**src/hdl/glrp_pkg.sv**
```systemverilog
// Shared types and constants of the load rebalance planner.
// Depends on nothing.
package glrp_pkg;
   localparam int MAX_CHUNKS_DEF = 16;
   localparam int BIN_W          = 16;
   localparam int OUT_IDX_W      = 4;

   typedef struct packed {
      logic [BIN_W-1:0] bin_count;
      logic             last_bin;
   } req_type;

   typedef struct packed {
      logic [OUT_IDX_W-1:0] source_bin;
      logic [OUT_IDX_W-1:0] dest_bin;
      logic [BIN_W-1:0]     move_amount;
      logic                 plan_done;
   } rsp_type;

   typedef enum logic [16:0] {
      S_IDLE  = 17'h00001,
      S_DIV   = 17'h00002,
      S_RK_I  = 17'h00004,
      S_RK_IW = 17'h00008,
      S_RK_J  = 17'h00010,
      S_RK_JW = 17'h00020,
      S_RK_WR = 17'h00040,
      S_WK_O  = 17'h00080,
      S_WK_OW = 17'h00100,
      S_WK_S  = 17'h00200,
      S_WK_SW = 17'h00400,
      S_WK_D  = 17'h00800,
      S_WK_DW = 17'h01000,
      S_WK_Z  = 17'h02000,
      S_WK_ZW = 17'h04000,
      S_FIN   = 17'h08000,
      S_SPARE = 17'h10000
   } state_type;
endpackage

```
**src/hdl/greedy_load_rebalance_planner.sv**
```systemverilog
// Greedy load rebalance planner: loads bin counts, sorts them, plans moves.
// A bin without the last flag is taken and the planner stays idle. A last bin starts a plan:
// a divider splits the total over the bins (TOT_W = BIN_W + clog2(N+1) bits), the bins are
// ranked over the single size memory read port, then each source is walked over its
// destinations; busy stays high meanwhile, one set at a time.
// Results are strobed one per cycle at most, the last one after busy drops; the receiver
// cannot stall. Reset is synchronous: the load and move counters and control clear; memories are not cleared.
module greedy_load_rebalance_planner
   import glrp_pkg::*;
#(
   parameter int MAX_CHUNKS = MAX_CHUNKS_DEF
) (
   input  logic    clock,
   input  logic    reset,
   input  logic    start,
   output logic    busy,
   input  req_type req_word,
   output logic    rsp_valid,
   output rsp_type rsp_word
);
   localparam int IDX_W     = $clog2(MAX_CHUNKS);
   localparam int CNT_W     = $clog2(MAX_CHUNKS + 1);
   localparam int TOT_W     = BIN_W + CNT_W;
   localparam int RES_LIMIT = 2 * MAX_CHUNKS - 3;
   localparam int K_W       = $clog2(RES_LIMIT + 1);

   state_type state_ff, state_in;
   logic [CNT_W-1:0] loaded_ff, loaded_in, extra_ff, extra_in;
   logic [TOT_W-1:0] total_ff, total_in, base_ff, base_in;
   logic [CNT_W-1:0] i_ff, i_in, j_ff, j_in;
   logic [IDX_W-1:0] rank_ff, rank_in, src_ff, src_in, dst_ff, dst_in;
   logic [BIN_W-1:0] si_ff, si_in, surplus_ff, surplus_in;
   logic [K_W-1:0]   k_ff, k_in;
   logic             pend_v_ff, pend_v_in, rsp_valid_ff, rsp_valid_in;
   rsp_type          pend_ff, pend_in, rsp_ff, rsp_in;

   logic [BIN_W-1:0] size_mem [MAX_CHUNKS];
   logic [IDX_W-1:0] order_mem [MAX_CHUNKS];
   logic [BIN_W-1:0] size_rd_ff, size_wd;
   logic [IDX_W-1:0] size_ra, size_wa, order_rd_ff, order_ra, order_wa, order_wd;
   logic             size_we, order_we;

   logic             div_go, div_done;
   logic [TOT_W-1:0] div_quo;
   logic [CNT_W-1:0] div_rem;

   logic [TOT_W-1:0] tgt, sz, deficit;
   logic [BIN_W-1:0] amt;
   logic             accept;

   glrp_div #(.DD_W(TOT_W), .DV_W(CNT_W)) u_div (
      .clock     (clock),
      .reset     (reset),
      .go        (div_go),
      .dividend  (total_in),
      .divisor   (loaded_in),
      .done      (div_done),
      .quotient  (div_quo),
      .remainder (div_rem)
   );

   assign accept = start && (state_ff == S_IDLE);

   always_comb begin
      state_in     = state_ff;
      loaded_in    = loaded_ff;
      total_in     = total_ff;
      base_in      = base_ff;
      extra_in     = extra_ff;
      i_in         = i_ff;
      j_in         = j_ff;
      rank_in      = rank_ff;
      src_in       = src_ff;
      dst_in       = dst_ff;
      si_in        = si_ff;
      surplus_in   = surplus_ff;
      k_in         = k_ff;
      pend_v_in    = pend_v_ff;
      pend_in      = pend_ff;
      rsp_valid_in = 1'b0;
      rsp_in       = rsp_ff;
      size_we      = 1'b0;
      size_wa      = loaded_ff[IDX_W-1:0];
      size_wd      = req_word.bin_count;
      size_ra      = i_ff[IDX_W-1:0];
      order_we     = 1'b0;
      order_wa     = rank_ff;
      order_wd     = i_ff[IDX_W-1:0];
      order_ra     = i_ff[IDX_W-1:0];
      div_go       = 1'b0;
      sz           = TOT_W'(size_rd_ff);
      tgt          = base_ff + TOT_W'(i_ff < extra_ff);
      deficit      = '0;
      amt          = '0;
      case (state_ff)
         S_IDLE: begin
            if (accept) begin
               if (loaded_ff < CNT_W'(MAX_CHUNKS)) begin
                  size_we   = 1'b1;
                  total_in  = total_ff + TOT_W'(req_word.bin_count);
                  loaded_in = loaded_ff + 1'b1;
               end
               if (req_word.last_bin) begin
                  div_go   = 1'b1;
                  state_in = S_DIV;
               end
            end
         end
         S_DIV: begin
            if (div_done) begin
               base_in  = div_quo;
               extra_in = div_rem;
               i_in     = '0;
               state_in = S_RK_I;
            end
         end
         S_RK_I: begin
            state_in = S_RK_IW;
         end
         S_RK_IW: begin
            si_in    = size_rd_ff;
            j_in     = '0;
            rank_in  = '0;
            state_in = S_RK_J;
         end
         S_RK_J: begin
            size_ra  = j_ff[IDX_W-1:0];
            state_in = S_RK_JW;
         end
         S_RK_JW: begin
            // earlier loads win ties
            if (size_rd_ff > si_ff || (size_rd_ff == si_ff && j_ff < i_ff))
               rank_in = rank_ff + 1'b1;
            j_in     = j_ff + 1'b1;
            state_in = (j_ff + 1'b1 == loaded_ff) ? S_RK_WR : S_RK_J;
         end
         S_RK_WR: begin
            order_we = 1'b1;
            i_in     = i_ff + 1'b1;
            if (i_ff + 1'b1 == loaded_ff) begin
               i_in     = '0;
               k_in     = '0;
               state_in = S_WK_O;
            end else begin
               state_in = S_RK_I;
            end
         end
         S_WK_O: begin
            state_in = (TOT_W'(i_ff) + 1'b1 >= TOT_W'(loaded_ff)) ? S_FIN : S_WK_OW;
         end
         S_WK_OW: begin
            src_in   = order_rd_ff;
            state_in = S_WK_S;
         end
         S_WK_S: begin
            size_ra  = src_ff;
            state_in = S_WK_SW;
         end
         S_WK_SW: begin
            if (sz <= tgt) begin
               i_in     = i_ff + 1'b1;
               state_in = S_WK_O;
            end else begin
               surplus_in = BIN_W'(sz - tgt);
               j_in       = i_ff + 1'b1;
               state_in   = S_WK_D;
            end
         end
         S_WK_D: begin
            order_ra = j_ff[IDX_W-1:0];
            if (surplus_ff == '0 || j_ff == loaded_ff) begin
               i_in     = i_ff + 1'b1;
               state_in = S_WK_O;
            end else begin
               state_in = S_WK_DW;
            end
         end
         S_WK_DW: begin
            dst_in   = order_rd_ff;
            state_in = S_WK_Z;
         end
         S_WK_Z: begin
            size_ra  = dst_ff;
            state_in = S_WK_ZW;
         end
         S_WK_ZW: begin
            tgt  = base_ff + TOT_W'(j_ff < extra_ff);
            j_in = j_ff + 1'b1;
            if (sz < tgt) begin
               deficit = tgt - sz;
               amt     = (deficit < TOT_W'(surplus_ff)) ? BIN_W'(deficit) : surplus_ff;
               size_we = 1'b1;
               size_wa = dst_ff;
               size_wd = BIN_W'(sz + TOT_W'(amt));
               surplus_in = surplus_ff - amt;
               if (k_ff < K_W'(RES_LIMIT)) begin
                  // release the held word, hold the new one until the next move or end
                  rsp_valid_in = pend_v_ff;
                  rsp_in       = pend_ff;
                  pend_v_in    = 1'b1;
                  pend_in.source_bin  = OUT_IDX_W'(src_ff);
                  pend_in.dest_bin    = OUT_IDX_W'(dst_ff);
                  pend_in.move_amount = amt;
                  pend_in.plan_done   = 1'b0;
                  k_in = k_ff + 1'b1;
               end
            end
            state_in = S_WK_D;
         end
         S_FIN: begin
            rsp_valid_in = 1'b1;
            rsp_in       = pend_v_ff ? pend_ff : '0;
            rsp_in.plan_done = 1'b1;
            pend_v_in    = 1'b0;
            loaded_in    = '0;
            total_in     = '0;
            state_in     = S_IDLE;
         end
         default: begin
            state_in = S_IDLE;
         end
      endcase
   end

   always_ff @(posedge clock) begin
      if (reset) begin
         state_ff     <= S_IDLE;
         loaded_ff    <= '0;
         total_ff     <= '0;
         pend_v_ff    <= 1'b0;
         rsp_valid_ff <= 1'b0;
         k_ff         <= '0;
      end else begin
         state_ff     <= state_in;
         loaded_ff    <= loaded_in;
         total_ff     <= total_in;
         pend_v_ff    <= pend_v_in;
         rsp_valid_ff <= rsp_valid_in;
         k_ff         <= k_in;
      end
      base_ff    <= base_in;
      extra_ff   <= extra_in;
      i_ff       <= i_in;
      j_ff       <= j_in;
      rank_ff    <= rank_in;
      src_ff     <= src_in;
      dst_ff     <= dst_in;
      si_ff      <= si_in;
      surplus_ff <= surplus_in;
      pend_ff    <= pend_in;
      rsp_ff     <= rsp_in;
   end

   always_ff @(posedge clock) begin
      if (size_we) size_mem[size_wa] <= size_wd;
      size_rd_ff <= size_mem[size_ra];
   end

   always_ff @(posedge clock) begin
      if (order_we) order_mem[order_wa] <= order_wd;
      order_rd_ff <= order_mem[order_ra];
   end

   assign busy      = (state_ff != S_IDLE);
   assign rsp_valid = rsp_valid_ff;
   assign rsp_word  = rsp_ff;
endmodule

```
**src/hdl/glrp_div.sv**
```systemverilog
// Restoring divider, one quotient bit per cycle.
// Depends on nothing; widths come from the parameters.
module glrp_div #(
   parameter int DD_W = 21,
   parameter int DV_W = 5
) (
   input  logic            clock,
   input  logic            reset,
   input  logic            go,
   input  logic [DD_W-1:0] dividend,
   input  logic [DV_W-1:0] divisor,
   output logic            done,
   output logic [DD_W-1:0] quotient,
   output logic [DV_W-1:0] remainder
);
   localparam int C_W = $clog2(DD_W + 1);

   logic [C_W-1:0]  cnt_ff, cnt_in;
   logic            run_ff, run_in, done_ff, done_in;
   logic [DD_W-1:0] quo_ff, quo_in;
   logic [DV_W-1:0] rem_ff, rem_in, dvs_ff, dvs_in;
   logic [DV_W:0]   r2, diff;

   always_comb begin
      r2      = {rem_ff, quo_ff[DD_W-1]};
      diff    = r2 - {1'b0, dvs_ff};
      cnt_in  = cnt_ff;
      run_in  = run_ff;
      done_in = 1'b0;
      quo_in  = quo_ff;
      rem_in  = rem_ff;
      dvs_in  = dvs_ff;
      if (go) begin
         run_in = 1'b1;
         cnt_in = C_W'(DD_W);
         quo_in = dividend;
         rem_in = '0;
         dvs_in = divisor;
      end else if (run_ff) begin
         if (r2 >= {1'b0, dvs_ff}) begin
            rem_in = diff[DV_W-1:0];
            quo_in = {quo_ff[DD_W-2:0], 1'b1};
         end else begin
            rem_in = r2[DV_W-1:0];
            quo_in = {quo_ff[DD_W-2:0], 1'b0};
         end
         cnt_in = cnt_ff - 1'b1;
         if (cnt_ff == C_W'(1)) begin
            run_in  = 1'b0;
            done_in = 1'b1;
         end
      end
   end

   always_ff @(posedge clock) begin
      if (reset) begin
         run_ff  <= 1'b0;
         done_ff <= 1'b0;
         cnt_ff  <= '0;
      end else begin
         run_ff  <= run_in;
         done_ff <= done_in;
         cnt_ff  <= cnt_in;
      end
      quo_ff <= quo_in;
      rem_ff <= rem_in;
      dvs_ff <= dvs_in;
   end

   assign done      = done_ff;
   assign quotient  = quo_ff;
   assign remainder = rem_ff;
endmodule

```
**config.mk**
```make
export PLATFORM = sky130hd
export DESIGN_NAME = greedy_load_rebalance_planner
export DESIGN_NICKNAME = d
export VERILOG_FILES = /design/src/hdl/glrp_pkg.sv /design/src/hdl/greedy_load_rebalance_planner.sv /design/src/hdl/glrp_div.sv
export SDC_FILE = /design/constraint.sdc
export NUM_CORES = 1
export LEC_CHECK = 0
export BUFFER_PORTS_ARGS = -buffer_cell sky130_fd_sc_hd__buf_2
export CORE_MARGIN = 3
export CORE_UTILIZATION = 55
export CTS_CLUSTER_DIAMETER = 40
export CTS_CLUSTER_SIZE = 10
export DETAILED_ROUTE_END_ITERATION = 10
export GPL_TIMING_DRIVEN = 0
export HOLD_SLACK_MARGIN = 0.03
export PLACE_DENSITY = 0.76
export SLEW_MARGIN = 20
export SYNTH_ARGS = -nofsm -noshare
export SYNTH_HDL_FRONTEND = slang
export SYNTH_SLANG_ARGS = --single-unit
```
**constraint.sdc**
```tcl
create_clock -name clock -period 10.32 [get_ports clock]
set_input_delay 1.548 -clock clock [delete_from_list [all_inputs] [get_ports clock]]
set_output_delay 1.548 -clock clock [all_outputs]
set_load 0.05 [all_outputs]
```
==> results of run 1 <==
## stage by stage
step | util [%] | hold WS (ns) | power (mW) | TNS, ns | setup slack, ns
final | 65.4 | 0.429 | 5.74 | 0 | 0.455
after global routing | 65.4 | 0.434 | 5.91 | -0.108 | -0.0193
after CTS | 65.2 | 0.427 | 5.75 | 0 | 0.00132
after detailed placement | 59.2 | 0.415 | 2.95 | -76.63 | -1.64
after global placement | 58.5 | 0.410 | 2.92 | -270.68 | -1.87
after floorplan | - | 0.404 | 2.82 | 0 | 1.23
## cell families (layout without fill, tap and decap cells)
| logic type | Yosys count | after routing | synth area share (%) |
|---|---|---|---|
| and+or+nand+nor | 761 | 761 | 13.4 |
| xor gates and xnor gates | 126 | 126 | 4.04 |
| muxes | 47 | 47 | 1.71 |
| DFF | 556 | 556 | 57.0 |
| AOI/OAI and AO/OA | 588 | 588 | 13.7 |
| buffers and inverters | 237 | 463 | 3.47 |
| adders and majority gates | 148 | 148 | 6.77 |
## critical path: cells and delay by family (launching register included)
family | cells | cell delay, ns
and+or+nand+nor | 12 | 1.53
xor gates and xnor gates | 3 | 0.68
AOI/OAI and AO/OA | 23 | 4.71
DFF | 1 | 0.43
buffers and inverters | 3 | 0.63
adders and majority gates | 5 | 1.63
## what timing repair did
item / CTS / global route
setup buffers: 3 / 8
resized for setup: 14 / 5
pin swaps: 2 / 4
gates cloned: 0 / 0
endpoints found under the setup margin: 112 / 104
## flip-flops by register name, indices dropped and copies added, names as in the netlist, 5 cells and up
| signal | count |
|---|---|
| order_mem | 64 |
| k_ff | 5 |
| state_ff | 16 |
| rsp_word | 25 |
| surplus_ff | 16 |
| size_mem | 256 |
| size_rd_ff | 16 |
| total_ff | 21 |
| u_div.cnt_ff | 5 |
| pend_ff | 24 |
| u_div.quotient | 21 |
| base_ff | 21 |
| i_ff | 5 |
| u_div.remainder | 5 |
| loaded_ff | 5 |
| extra_ff | 5 |
| si_ff | 16 |
| j_ff | 5 |
| u_div.dvs_ff | 5 |
## path summary, 6_finish.rpt
kind,start,to,slack [ns],cells after the start
max,j_ff[1],size_mem[12][15],0.46,46
min,order_rd_ff[1],dst_ff[1],0.43,0
max reg2reg,j_ff[1],size_mem[12][15],0.46,46
min reg2reg,order_rd_ff[1],dst_ff[1],0.43,0
## layout make-up
| class | instances | area [um^2] |
|---|---|---|
| clock inverter | 46 | 568 |
| timing repair buffer | 76 | 594 |
| buffer | 107 | 484 |
| inverter | 128 | 480 |
| clock buffer | 106 | 2270 |
| sequential | 556 | 15900 |
| tap | 664 | 831 |
| fill | 3718 | 17100 |
| multi-input combinational | 1670 | 11200 |
## per-layer routing
layer	wire [um]	share of wire, %
met5	10	0.013
met4	3770	4.9
met3	6760	8.9
met2	35000	46
met1	30800	40
## layout by cell type (no fill, tap or decap), types with 11 or more instances in the layout
| cell | count |
|---|---|
| nand2_1 | 264 |
| mux2i_1 | 43 |
| o21ai_0 | 86 |
| buf_4 | 19 |
| buf_2 | 61 |
| a211oi_1 | 144 |
| nand3_1 | 40 |
| ha_1 | 141 |
| clkbuf_16 | 86 |
| nand4_1 | 29 |
| o21ai_2 | 12 |
| nor3_1 | 41 |
| o21bai_1 | 11 |
| buf_6 | 13 |
| nor4_1 | 12 |
| nand2b_1 | 21 |
| nor2b_1 | 48 |
| and2_1 | 88 |
| nor2_1 | 134 |
| a31oi_1 | 57 |
| a21o_1 | 27 |
| edfxtp_1 | 475 |
| xor2_1 | 52 |
| inv_1 | 128 |
| nor3b_1 | 12 |
| o21ai_1 | 14 |
| clkbuf_1 | 91 |
| xnor2_1 | 72 |
| dfxtp_1 | 81 |
| a21oi_1 | 142 |
| nor2_2 | 12 |
| and3_1 | 20 |
## power breakdown
part           switching [mW]  internal [mW]
Sequential             0.0415           2.49
Combinational           0.258          0.138
Clock                    1.06           1.75
Total                    1.36           4.38
==> results.md, run 1 <==
- WP data required: 10.70 ns
- Iteration-0 DRC Markers: 2,412
- Async SR Flop Fraction: 0%
- Register area share after synthesis: 57.0%
- Setup Skew: 0.0512 ns
- Yosys warnings: 0
- Crit path arrival time: 10.25 ns
- Total Wirelength: 76,400 um
- Via density: 6.17
- Clock transition at path regs: 0.05 ns
- Standard-cell rows: 81
- Non-Filler Instances: 3,353
- Measured slew at the worst slew-check pin: 1.08 ns
- Crit path launch type: flip-flop
- Average size of a mapped cell: 11.3 um^2
- Die width: 231 um
- Antenna Nets Post-Route: 0
- CP max stage cell: edfxtp_1
- Synthesis-stage register bit count: 556
- Leakage power: 11.9 nW
- Initial Util: 56.4%
- Total Routing Usage GR: 28.5%
- Relative slew slack: 28.1%
- Initial antenna violation count: 1
- Synth Flop Type: edfxtp_1
- Placeable Area: 49,500 um^2
- Placed inst area: 29,300 um^2
- Worst hold path type: flip-flop to flip-flop
- Placer congestion estimate: 1.02
- Endpoints failing hold: 0
- Run status: complete, no violations
- # DRC: 0
- Worst Setup End Kind: flip-flop
- Crit-path max cell delay: 0.43 ns
- Cell repeated most along the worst path: a21oi_1
- Synth-to-Final Area Change: 16.0%
- Top cells by count, synth: edfxtp_1, nand2_1, nor2_1
- Met3 usage: 5.88%
- DIE HEIGHT: 231 um
- CTS Sinks: 556
- Die ar.: 53,400 um^2
- Dpl cells: 3,192
- Cell chosen for the clock root: clkbuf_16
- Met1 global-route usage: 37.7%
- Net Count, Synth: 2,630
- Nets@finish: 2,791
- GR Layer Usage met2: 45.3%
- Skew-Pair Late Insertion Delay: 0.65 ns
- Final instance area: 32,300 um^2
- Layer with the highest usage: met2
- TritonCTS clock tree: built
- Pwr Density: 178 nW/um^2
- Pin count of the biggest net entering global routing: 27
- Final period utilization: 95.6%
- Syn Inst Count: 2,463
- Congestion Overflow GR: 0
- Peak supply drop: 0.000149 V
- Clk buf depth: 3
- Post-DP HPWL: 55,600 um
- CTS Buf Count: 85
- Count leader, synth: edfxtp_1
- Mapped Area: 27,900 um^2
- DR vias: 20,700
- Synth top area cells: edfxtp_1, ha_1, dfxtp_1
- Yosys top cell by area: edfxtp_1
- Vias in the first global route: 20,700
- TritonRoute pass-1 iters: 6
- I/O pin count: 47
- FMAX: 101 MHz
- Final Critical Period: 9.86 ns
- Max_cap viols: 0
- WS Path Type: flip-flop to flip-flop
- Max-slew violation count: 0
- Worst Path Max Fanout: 16
- H-Tree Depth: 3
- Input/output buffers: 45
- Hold buffer count at cts: 0
- Synth cell types: 89
- EDFF count, synth: 475
- Synth top area share: 51.2%
- Layout cells sized above 1: 11.2%
- Finish-stage setup viols: 0
- First-pass GRT wire length: 117,000 um
- # diodes: 0
- WL per Instance: 22.8 um
No activity file was read; power rests on OpenSTA's default activity.
==> inputs of run 2 (changes only) <==
Settings changed: TNS_END_PERCENT set to 100.
Clock period 10.32 ns to 10.3 ns, I/O delays scaled along.
==> results.md, run 2 (synthesized netlist as in run 1, its figures left out) <==
- TritonRoute pass-1 iters: 5
- Pwr Density: 178 nW/um^2
- Standard-cell rows: 81
- Sw Ratio: 23.6%
- Final period utilization: 95.6%
- CTS Sinks: 556
- Tot Pwr: 5.75 mW
- Post-DP HPWL: 55,600 um
- Net switching power: 1.36 mW
- Congestion Overflow GR: 0
- Cell chosen for the clock root: clkbuf_16
- Crit. path cell count: 46
- First-pass GRT wire length: 117,000 um
- Final worst slack: 0.456 ns
- Placeable Area: 49,500 um^2
- Commonest non-fill, non-tap cell in the layout: edfxtp_1
- Flop pwr share: 44.1%
- Vias in the first global route: 20,700
- Placer congestion estimate: 1.02
- # diodes: 0
- Initial antenna violation count: 1
- TritonCTS clock tree: built
- Crit path arrival time: 10.22 ns
- Max_cap viols: 0
- Peak supply drop: 0.000148 V
- Pin count of the biggest net entering global routing: 27
- Relative slew slack: 20.1%
- WS Path Type: flip-flop to flip-flop
- Power share of the clock group: 49.0%
- WL per Instance: 22.8 um
- Antenna Nets Post-Route: 0
- Setup Skew: 0.0513 ns
- Layer with the highest usage: met2
- Initial Util: 56.4%
- Worst hold path type: flip-flop to flip-flop
- GR Layer Usage met2: 45.3%
- Via density: 6.19
- Total Wirelength: 76,400 um
- Worst Setup End Kind: flip-flop
- I/O pin count: 47
- Nets@finish: 2,791
- DIE HEIGHT: 231 um
- CP max stage cell: edfxtp_1
- # DRC: 0
- Max reg flops: 256
- Register-to-Register Path Depth: 46
- Cell repeated most along the worst path: a21oi_1
- Critical path buffers and inverters: 3
- FMAX: 102 MHz
- Crit path launch type: flip-flop
- P_int: 4.39 mW
- Finish-stage setup viols: 0
- Max-slew violation count: 0
- Input/output buffers: 45
- Synth-to-Final Area Change: 16.0%
- Leakage power: 11.9 nW
- Combinational power share: 6.9%
- R2R setup slack: 0.46 ns
- Layout cells sized above 1: 11.3%
- Final Critical Period: 9.84 ns
- Crit Reg-Reg Startpoint: j_ff[1]
- Clk buf depth: 3
- Worst r2r dst: size_mem[12][15]
- Clock transition at path regs: 0.05 ns
- Total Routing Usage GR: 28.5%
- Commonest non-fill, non-tap cells in the layout: edfxtp_1, nand2_1, a211oi_1, a21oi_1, ha_1
- Met3 usage: 5.79%
- Dpl ws: -1.66 ns
- Die width: 231 um
- Crit path from: j_ff[1]
- Measured slew at the worst slew-check pin: 1.20 ns
- WP data required: 10.68 ns
- Run status: complete, no violations
- CTS Buf Count: 85
- Critical path's top delay family: compound AO/OA/AOI/OAI gates
- Crit-path max cell delay: 0.44 ns
- Worst Path Max Fanout: 16
- Hold Startpoint: order_rd_ff[1]
- H-Tree Depth: 3
- Iteration-0 DRC Markers: 2,285
- CP Capture Point: size_mem[12][15]
- DR vias: 20,800
- Met1 global-route usage: 37.8%
- Hold buffer count at cts: 0
- Endpoints failing hold: 0
- Largest reg by FF count: size_mem
- Die ar.: 53,400 um^2
- Skew-Pair Late Insertion Delay: 0.65 ns
run 2: cell type report:
class	instances	area (um^2)
Fill cell	3717	17100
Sequential cell	556	15900
Multi-Input combinational cell	1670	11200
Clock buffer	106	2270
Tap cell	664	831
Timing Repair Buffer	76	594
Clock inverter	46	568
Buffer	107	485
Inverter	128	480
run 2: power by group through the flow:
stage,clock [mW],sequential [mW],combinational (mW)
2_1_floorplan,0,2.56,0.263
3_3_place_gp,0,2.58,0.351
3_5_place_dp,0,2.58,0.376
4_1_cts,2.84,2.54,0.386
5_1_grt,2.94,2.54,0.436
6_report,2.82,2.54,0.397
run 2: how the worst min path moves through the flow:
| stage | depth (start not counted) | slack [ns] | to |
|---|---|---|---|
| floorplan | 0 | 0.40 | dst_ff[0] |
| finish | 0 | 0.43 | dst_ff[1] |
| global route | 0 | 0.43 | src_ff[3] |
| CTS | 0 | 0.43 | src_ff[1] |
| detailed placement | 0 | 0.41 | dst_ff[1] |
| global placement | 0 | 0.41 | src_ff[0] |
run 2: through the flow:
| stage | setup TNS (ns) | cell area [um^2] | hold WS, ns | utilization, % | std cells |
|---|---|---|---|---|---|
| 5_1_grt | -0.00921 | 32300 | 0.434 | 65.4 | 3353 |
| 6_report | 0 | 32300 | 0.429 | 65.4 | 3353 |
| 3_3_place_gp | -275.48 | 28900 | 0.410 | 58.5 | 3172 |
| 4_1_cts | 0 | 32200 | 0.427 | 65.2 | 3348 |
| 2_1_floorplan | 0 | 27900 | 0.404 | - | 2463 |
| 3_5_place_dp | -78.87 | 29300 | 0.415 | 59.2 | 3192 |
run 2: what timing repair did:
item                                    4_1_cts  5_1_grt
cloned                                        0        0
pin swaps                                     2        5
endpoints found under the setup margin      113      100
resized for setup                            14        8
setup buffers                                 4        7
run 2: metal layers:
metal | up-vias | share of wire [%]
li1 | 9442 | -
met2 | 1033 | 46
met3 | 254 | 8.6
met4 | 2 | 5.1
met5 | - | 0.013
met1 | 10000 | 41
==> inputs of run 3 (changes only) <==
Settings changed: CORE_UTILIZATION 55 to 45, GPL_TIMING_DRIVEN 0 to not set, PLACE_DENSITY 0.76 to 0.65, SKIP_LAST_GASP set to 1.
==> results.md, run 3 (synthesized netlist as in run 1, its figures left out) <==
- Run status: complete, no violations
- Total Routing Usage GR: 22.5%
- Vias in the first global route: 18,900
- RSZ-0062 raised after global routing: no
- I/O pin count: 47
- Pin count of the biggest net entering global routing: 88
- Net switching power: 1.32 mW
- Standard-cell rows: 90
- Placeable Area: 60,800 um^2
- Crit path arrival time: 9.83 ns
- FMAX: 106 MHz
- Worst Setup End Kind: flip-flop
- Worst hold path type: flip-flop to flip-flop
- P_int: 4.31 mW
- Crit Reg-Reg Startpoint: j_ff[2]
- Congestion Overflow GR: 0
- Commonest non-fill, non-tap cell in the layout: edfxtp_1
- CTS Buf Count: 86
- Critical path's top delay family: compound AO/OA/AOI/OAI gates
- Initial Util: 45.8%
- Input/output buffers: 46
- Hold Startpoint: order_rd_ff[1]
- Relative slew slack: 31.2%
- CTS Sinks: 556
- Skew-Pair Late Insertion Delay: 0.64 ns
- Commonest non-fill, non-tap cells in the layout: edfxtp_1, nand2_1, a211oi_1, a21oi_1, ha_1
- Clk buf depth: 3
- DIE HEIGHT: 255 um
- Max_cap viols: 0
- Sw Ratio: 23.5%
- Max-slew violation count: 0
- Post-DP HPWL: 49,000 um
- WS Path Type: flip-flop to flip-flop
- Initial antenna violation count: 1
- Cell repeated most along the worst path: a21oi_1
- Leakage power: 11.7 nW
- Peak supply drop: 0.000175 V
- Crit path launch type: flip-flop
- WP data required: 10.69 ns
- Placer congestion estimate: 0.910
- Total Wirelength: 73,400 um
- Die ar.: 65,000 um^2
- DR vias: 19,700
- Clock transition at path regs: 0.05 ns
- Layout cells sized above 1: 10.8%
- H-Tree Depth: 3
- Largest reg by FF count: size_mem
- Endpoints failing hold: 0
- Max reg flops: 256
- Setup Skew: 0.0518 ns
- # DRC: 0
- WL per Instance: 21.6 um
- Hold buffer count at cts: 0
- Finish-stage setup viols: 0
- CP max stage cell: edfxtp_1
- First-pass GRT wire length: 111,000 um
- TritonCTS clock tree: built
- Iteration-0 DRC Markers: 1,815
- # diodes: 0
- TritonRoute pass-1 iters: 5
- Combinational power share: 6.6%
- Nets@finish: 2,706
- Pwr Density: 176 nW/um^2
- Final Critical Period: 9.44 ns
- Hold Slack: 0.429 ns
- Crit path from: j_ff[2]
- Final period utilization: 91.7%
- Power share of the clock group: 48.3%
- Setup_tns: 0 ns
- Die width: 255 um
- Antenna Nets Post-Route: 0
- Flop pwr share: 45.1%
- Measured slew at the worst slew-check pin: 1.02 ns
- Cell chosen for the clock root: clkbuf_16
- Via density: 5.81
- Critical path buffers and inverters: 1
- Synth-to-Final Area Change: 14.5%
- Worst Path Max Fanout: 16
- Crit-path max cell delay: 0.53 ns
run 3: cell count changes in the layout (fill, tap and decap cells not counted), moves of 5 or more:
cell	before	now
clkbuf_1	90	29
buf_4	19	51
buf_2	61	45
buf_6	13	0
o21ai_0	85	98
o21ai_2	12	3
clkinv_2	5	12
inv_6	10	3
buf_8	6	0
bufinv_16	7	1
clkinv_1	7	2
nor2_4	1	6
run 3: what timing repair did:
action | 4_1_cts | 5_1_grt
gates resized for setup | 0 | 3
buffers inserted | 0 | 1
setup endpoints to repair | 0 | 29
run 3: final cells by class:
cell class              count  area [um^2]
clock buffers             125         2420
clock inverters            37          357
fillers                  5194        28900
inverters                 128          480
multi-input cells        1670        11200
flip-flops and latches    556        15900
well taps                 782          978
repair buffers             97          628
run 3: metrics by stage:
stage	std cells	setup slack, ns	total power, mW	util (%)	cell area (um^2)
2_1_floorplan	2463	1.21	2.83	-	27900
3_3_place_gp	3231	0.508	2.93	47.8	29100
3_5_place_dp	3231	0.172	2.94	47.8	29100
4_1_cts	3393	0.142	5.66	52.4	31900
5_1_grt	3395	0.0134	5.82	52.5	31900
6_report	3395	0.860	5.62	52.5	31900
run 3: path summary, 6_finish.rpt:
path                          end  slack, ns  depth (start not counted)
hold reg to reg         src_ff[1]       0.43                          0
hold / removal          src_ff[1]       0.43                          0
setup / recovery  size_mem[0][15]       0.86                         43
setup reg to reg  size_mem[0][15]       0.86                         43
run 3: power by group through the flow:
stage | Combinational (mW) | Clock [mW] | Sequential [mW]
2_1_floorplan | 0.263 | 0 | 2.56
3_3_place_gp | 0.354 | 0 | 2.58
3_5_place_dp | 0.365 | 0 | 2.58
4_1_cts | 0.367 | 2.76 | 2.54
5_1_grt | 0.416 | 2.86 | 2.54
6_report | 0.371 | 2.72 | 2.54
run 3: routing by layer:
layer	track usage [%]	wire (um)	vias to the layer above	share of wire (%)
met5	0	0	-	0
met4	7.54	2100	0	2.9
met3	3.35	5290	141	7.2
met2	35.6	33100	742	45
met1	32.0	32900	9557	45
li1	-	-	9290	-
